File: config.mk
export PLATFORM = sky130hd
export DESIGN_NAME = ssm_cell
export DESIGN_NICKNAME = d
export VERILOG_FILES = /design/src/sv/ssm_pkg.sv /design/src/sv/ssm_cell.sv
export SDC_FILE = /design/constraint.sdc
export NUM_CORES = 1
export LEC_CHECK = 0
export BUFFER_PORTS_ARGS = -buffer_cell sky130_fd_sc_hd__buf_2
export CAP_MARGIN = 20
export CORE_MARGIN = 2
export CORE_UTILIZATION = 50
export DETAILED_ROUTE_END_ITERATION = 8
export PLACE_DENSITY = 0.95
export SLEW_MARGIN = 20
export SYNTH_ARGS = -nofsm -noshare
export SYNTH_HDL_FRONTEND = slang
export SYNTH_SLANG_ARGS = --single-unit
File: constraint.sdc
create_clock -name clk -period 13.2 [get_ports clk]
set_input_delay 2.64 -clock clk [delete_from_list [all_inputs] [get_ports clk]]
set_output_delay 2.64 -clock clk [all_outputs]
set_load 0.005 [all_outputs]
File: src/sv/ssm_pkg.sv
// Shared types, widths and register codes for the sampled sliding-window median block.
package ssm_pkg;

  // Payload widths fixed by the channel definitions
  localparam int VALUE_W    = 32;
  localparam int DRAW_W     = 16;
  localparam int WSIZE_W    = 7;
  localparam int THRESH_W   = 17;
  localparam int CFG_IDX_W  = 4;
  localparam int CFG_DATA_W = 32;

  // Defaults for the top-level parameters
  localparam int MAX_WINDOW_DEF = 64;
  localparam int DRAW_BITS_DEF  = 16;

  // Register reset values
  localparam int                    WINDOW_SIZE_RST = 64;
  localparam logic [THRESH_W-1:0]   THRESH_RST      = 17'h1_0000;

  // Cells feeding one first-level OR group of the median tap
  localparam int TAP_GROUP = 8;

  // Configuration register indexes
  localparam logic [CFG_IDX_W-1:0] CFG_WINDOW_SIZE   = 4'd0;
  localparam logic [CFG_IDX_W-1:0] CFG_SAMPLE_THRESH = 4'd1;

  typedef logic signed [VALUE_W-1:0] value_t;

  // Sequencer states
  typedef enum logic [2:0] {
    ST_IDLE,
    ST_EVICT,
    ST_INSERT,
    ST_GATHER,
    ST_FINISH
  } state_t;

  // Phase strobes broadcast to every cell
  typedef struct packed {
    logic evict;
    logic insert;
  } cell_ctl_t;

  // Where a cell sits relative to the fill count and the window size
  typedef struct packed {
    logic in_range;   // index below fill count
    logic at_fill;    // index equals fill count
    logic next_out;   // neighbor above is at or past fill count
    logic tail;       // last slot of the arrival line for the window in use
  } cell_pos_t;

endpackage

File: src/sv/ssm_cell.sv
// One window cell: a sorted slot and an arrival slot, each trading data with its neighbors.
module ssm_cell (
  input  logic                clk,
  input  ssm_pkg::cell_ctl_t  ctl,
  input  ssm_pkg::cell_pos_t  pos,
  input  ssm_pkg::value_t     old_val,
  input  ssm_pkg::value_t     new_val,
  input  ssm_pkg::value_t     prev_val,
  input  logic                prev_gt,
  input  ssm_pkg::value_t     next_val,
  input  ssm_pkg::value_t     arr_next,
  output ssm_pkg::value_t     val,
  output logic                gt,
  output ssm_pkg::value_t     arr_val
);

  ssm_pkg::value_t val_r, val_nxt;
  ssm_pkg::value_t arr_r, arr_nxt;
  logic            drop_here;

  // Occupied slot that must move up to make room for the new value
  assign gt = pos.in_range && (val_r > new_val);

  // At or above the last copy of the evicted value: pull the neighbor down
  assign drop_here = (val_r >= old_val) && (pos.next_out || (next_val > old_val));

  // Sorted slot: close the gap on evict, open it on insert
  always_comb begin
    val_nxt = val_r;
    if (ctl.evict) begin
      if (drop_here) begin
        val_nxt = next_val;
      end
    end else if (ctl.insert) begin
      if (prev_gt) begin
        val_nxt = prev_val;
      end else if (gt || pos.at_fill) begin
        val_nxt = new_val;
      end
    end
  end

  // Arrival slot: advance toward cell zero, tail takes the new value
  always_comb begin
    arr_nxt = arr_r;
    if (ctl.insert) begin
      arr_nxt = pos.tail ? new_val : arr_next;
    end
  end

  always_ff @(posedge clk) begin
    val_r <= val_nxt;
    arr_r <= arr_nxt;
  end

  assign val     = val_r;
  assign arr_val = arr_r;

endmodule

# Word level (Yosys, flattened, before mapping)
# Index checks and enable logic that the tools add are counted.
# W data, S select, Z words.
totals:
  wordCells: 19
  out_inout_bits: 65
  input_bits: 168
  ff_bits: 64
classes:
  n_eq_ne: 1
  n_mux: 6
  reduce_logical: 7
  magnitude_cmp: 3
op_table:
  columns: ["cell", "n"]
  rows:
  - ["$mux W32", 6]
  - ["$gt A32 B32 Y1", 2]
  - ["$ge A32 B32 Y1", 1]
  - ["$reduce_and A3 Y1", 1]
  - ["$reduce_bool A3 Y1", 1]
  - ["$logic_and A1 B1 Y1", 2]
  - ["$logic_or A1 B1 Y1", 2]
  - ["$ne A2 B1 Y1 const B", 1]
  - ["$reduce_bool A2 Y1", 1]

# Depth between registers and ports, before layout
logic_depth:
  word_depth: 7
  depth_mapped: 9
  depth_no_buf: 9

# Worst setup path before layout
# OpenSTA, ideal clock, no wires.
synth_path:
  kind: "in2out"
  start: "input port new_val[14]"
  end: "output port gt"
  path_buffers: 0
  arrival_ps: 4072
  cell_stages: 9
  t_required_ps: 10560
  slack_ps: 6488
  path_cell_list: "inv_1 ha_1 a21oi_1 nand2_1 a21o_1 o41ai_2 nor2b_1 o21ai_0 a21oi_1"
synth_via:
  elab_chain_len: 2
synth_lines:
  columns: ["element", "line", "source"]
  rows:
  - ["start: declaration", "ssm_cell.sv:7", "input ssm_pkg::value_t new_val,"]
  - ["$gt A32 B32 Y1", "ssm_cell.sv:22", "assign gt = pos.in_range && (val_r > new_val);"]
  - ["$logic_and A1 B1 Y1", "ssm_cell.sv:22", null]
  - ["end: declaration", "ssm_cell.sv:13", "output logic gt,"]
# Every way passes these cells.

# Worst setup path in the final report
# Same ends and word-level chain as after synthesis.

==> flow_summary_export.csv <==
group,metric,value,unit
floorplanning,die_h,108,um
floorplanning,initial_utilization,51.7,%
logic_synthesis,synth_compound_area_share,13.0,%
setup_path,startpoint_type,"input port",
global_route,grt-ovfl-total,0,
logic_synthesis,synth_area_leaders,"edfxtp_1 36%, ha_1 22%, mux2_2 6.7%",
finish,area_delta_synth_final,28.0,%
setup_path,crit_family,"simple AND/OR/NAND/NOR gates",
setup_path,cp-endpoint,"gt",
finish,layout_common_cells,"232 x buf_2, 96 x ha_1, 67 x inv_1, 64 x edfxtp_1, 53 x nand2_1",
logic_synthesis,synth_cell_types,45,
route,detail-route-antenna-nets,0,
floorplanning,rows,37,
setup_path,end_kind,"output port",
sta,whs,1.31,ns
worst_hold_path,hold_class,"reg -> reg",
setup_path,r2r_slack,9.89,ns
logic_synthesis,yosys.area_share.xor_xnor,0,%
global_route,grtUsageMet1,30.2,%
logic_synthesis,ys_seq_area_share,35.9,%
sta,tightest_slew,1.09,ns
run,maxCapViolations,0,
finish,layout_commonest_cell,"buf_2",
logic_synthesis,synth-seq-cells,64,
sta,rsz0062_at_grt,"false",
placed_design,port_buffers,232,
cts,htreeDepth,3,
sta,hold_viol_final,0,
cts,cts_num_sinks,64,
logic_synthesis,muxShareOfSynthArea,12.7,%
global_route,top_usage_layer,"met2",
setup_path,critPathRequiredTime,10.56,ns
logic_synthesis,synthAdderAreaFrac,22.4,%
logic_synthesis,synth_top_area_share,35.9,%
route,drc,0,
finish,nets,1020,
logic_synthesis,synth_top_area_cell,"edfxtp_1",
logic_synthesis,syn-mean-instance-area,10.2,sq um
floorplanning,io_pins,233,
placed_design,dpl.hpwl,12800,um
global_route,track_usage,26.8,%
logic_synthesis,synth_top_family_by_area,"adder cells",
logic_synthesis,synthCells,527,
global_route,antenna_found_initial,0,
placed_design,dpl_cell_area,0.00665,sq mm
floorplanning,die_w,108,um
logic_synthesis,synthArstFlopShare,0,%
setup_path,setup.worst_path.start,"new_val[14]",
finish,final_area,0.00686,sq mm
route,dr.pass1.iters,4,
outcome,run_status,"complete, no violations",
logic_synthesis,synth-simple-area-share,10.2,%
cts,clk_pin_slew,0.08,ns
finish,layout-drive-gt1-share,38.0,%
cts,ctsLongestPathBuffers,2,
sta,skew,0.0132,ns
cts,cts_setup_buffers,0,
setup_path,timing.rr.end,"val[20]",
logic_synthesis,synth_edf_count,64,
finish,stdcell_count,897,
cts,clock_latency,0.34,ns
sta,slew_violations,0,
cts,cts_tree,"built",
sta,finalSetupViolCount,0,
global_route,grt_max_degree,67,
setup_path,cp.depth,11,
setup_path,crit_type,"in -> out",
global_route,grt_pass1_wl,24400,um
worst_hold_path,holdPathStages,5,
logic_synthesis,syn_nets,791,
finish,final.fill_count,822,
logic_synthesis,synth_ff_type,"edfxtp_1",
route,via_count,4969,
global_route,grtUsageMet3,4.66,%
placed_design,dpl.cell_count,881,
setup_path,cp_data_arrival_time,4.54,ns
route,wl_per_cell,17.7,um
cts,cts_root_buffer,"clkbuf_8",
setup_path,max_stage_delay,0.43,ns
power_and_ir_drop,power_density,95.8,mW/mm^2
setup_path,r2r_start,"val[7]",
setup_path,r2r_cells,9,
sta,period_share,54.4,%
setup_path,crit_fanout,4,
global_route,grt_pass1_vias,5212,
power_and_ir_drop,p_leak,3.49,nW
placed_design,gp_congestion,0.844,
floorplanning,core_area,0.0104,sq mm
route,via_per_inst,5.54,
cts,hold_buffers,0,
route,drtIter0Drc,237,
sta,fin_crit,7.18,ns
floorplanning,die_area,0.0116,sq mm
sta,slew_headroom,27.6,%
setup_path,critical_path.cell_chain,"buf_2, inv_1, ha_1, nand4_1, or3_1, a21oi_1, o41ai_2, nor2b_1, o21ai_0, a21oi_1, buf_2",
route,wirelength,15800,um
sta,tns,0,ns
setup_path,cp.buffers_inverters,3,
cts,ctsResizeCount,0,
cts,cts_buffers,9,
finish,n_antenna_cell,0,
setup_path,cp_slowest_cell,"or3_1",
logic_synthesis,synth_area,0.00536,sq mm
logic_synthesis,ys_warn_count,0,
power_and_ir_drop,ir_worst_vdd,0.0601,mV
sta,fmax,0.139,GHz
global_route,grtUsageMet2,50.1,%
power breakdown:
group	internal (W)	switching, W	total (W)
logic	0.0000921	0.000108	0.000200
clock network	0.000106	0.0000816	0.000187
registers	0.000254	0.0000155	0.000270
total	0.000452	0.000205	0.000657
through the flow:
stage,power [W],util (%),worst slack (ns)
floorplan,0.000380,-,6.49
global placement,0.000461,64.1,6.07
detailed placement,0.000473,64.1,6.01
CTS,0.000661,66.1,6.00
global route,0.000695,66.1,5.88
finish,0.000657,66.1,6.02
cells in the mapped netlist (3+ instances only):
cell type,count
nand4_1,19
a211oi_1,4
clkbuf_1,9
o211ai_1,3
mux2_2,32
edfxtp_1,64
o21ai_0,41
ha_1,96
buf_2,3
inv_1,67
nand3_1,9
nor3_1,3
buf_1,3
a21o_1,9
nor2b_1,4
nor2_1,6
mux2i_1,32
nand2_1,53
a21oi_1,37
final cells by class:
class	count	area, sq um	area share, %
Clock buffer	10	128	1.86
Clock inverter	6	83.8	1.22
Inverter	67	251	3.67
Multi-Input combinational cell	381	3130	45.7
Sequential cell	64	1920	28.0
Tap cell	136	170	2.48
Timing Repair Buffer	233	1170	17.0
worst reg2reg max path: stages (launching register included):
cell and delay, ns:
edfxtp_1 0.47, ha_1 0.37, nand2_1 0.07, o21ai_0 0.21, a21oi_1 0.12, o31ai_1 0.35, a2111oi_2 0.13, a2111o_1 0.41
o21ai_4 0.40, buf_4 0.42
kinds of logic (layout without fill, tap and decap cells):
family	count (synthesis)	in the layout
buffers and inverters	82	316
adders and majority gates	96	96
and+or+nand+nor	108	108
AOI/OAI and AO/OA	113	113
DFF	64	64
muxes	64	64
flip-flops by register name (all words and copies together), names as in the netlist:
register / cells
arr_val: 32
val: 32
worst min path at each step:
stage	start	to	slack [ns]
after floorplan	val[31]	val[0]	1.84
after global placement	val[31]	val[13]	1.31
after detailed placement	val[31]	val[12]	1.29
after CTS	val[31]	val[9]	1.31
after global routing	val[31]	val[9]	1.45
final	val[31]	val[9]	1.31
metal layers:
metal	up-vias	wire length [um]
li1	2408	-
met5	-	0
met1	2265	6070
met4	0	379
met2	258	8170
met3	38	1240
No activity file was read; power rests on OpenSTA's default activity.
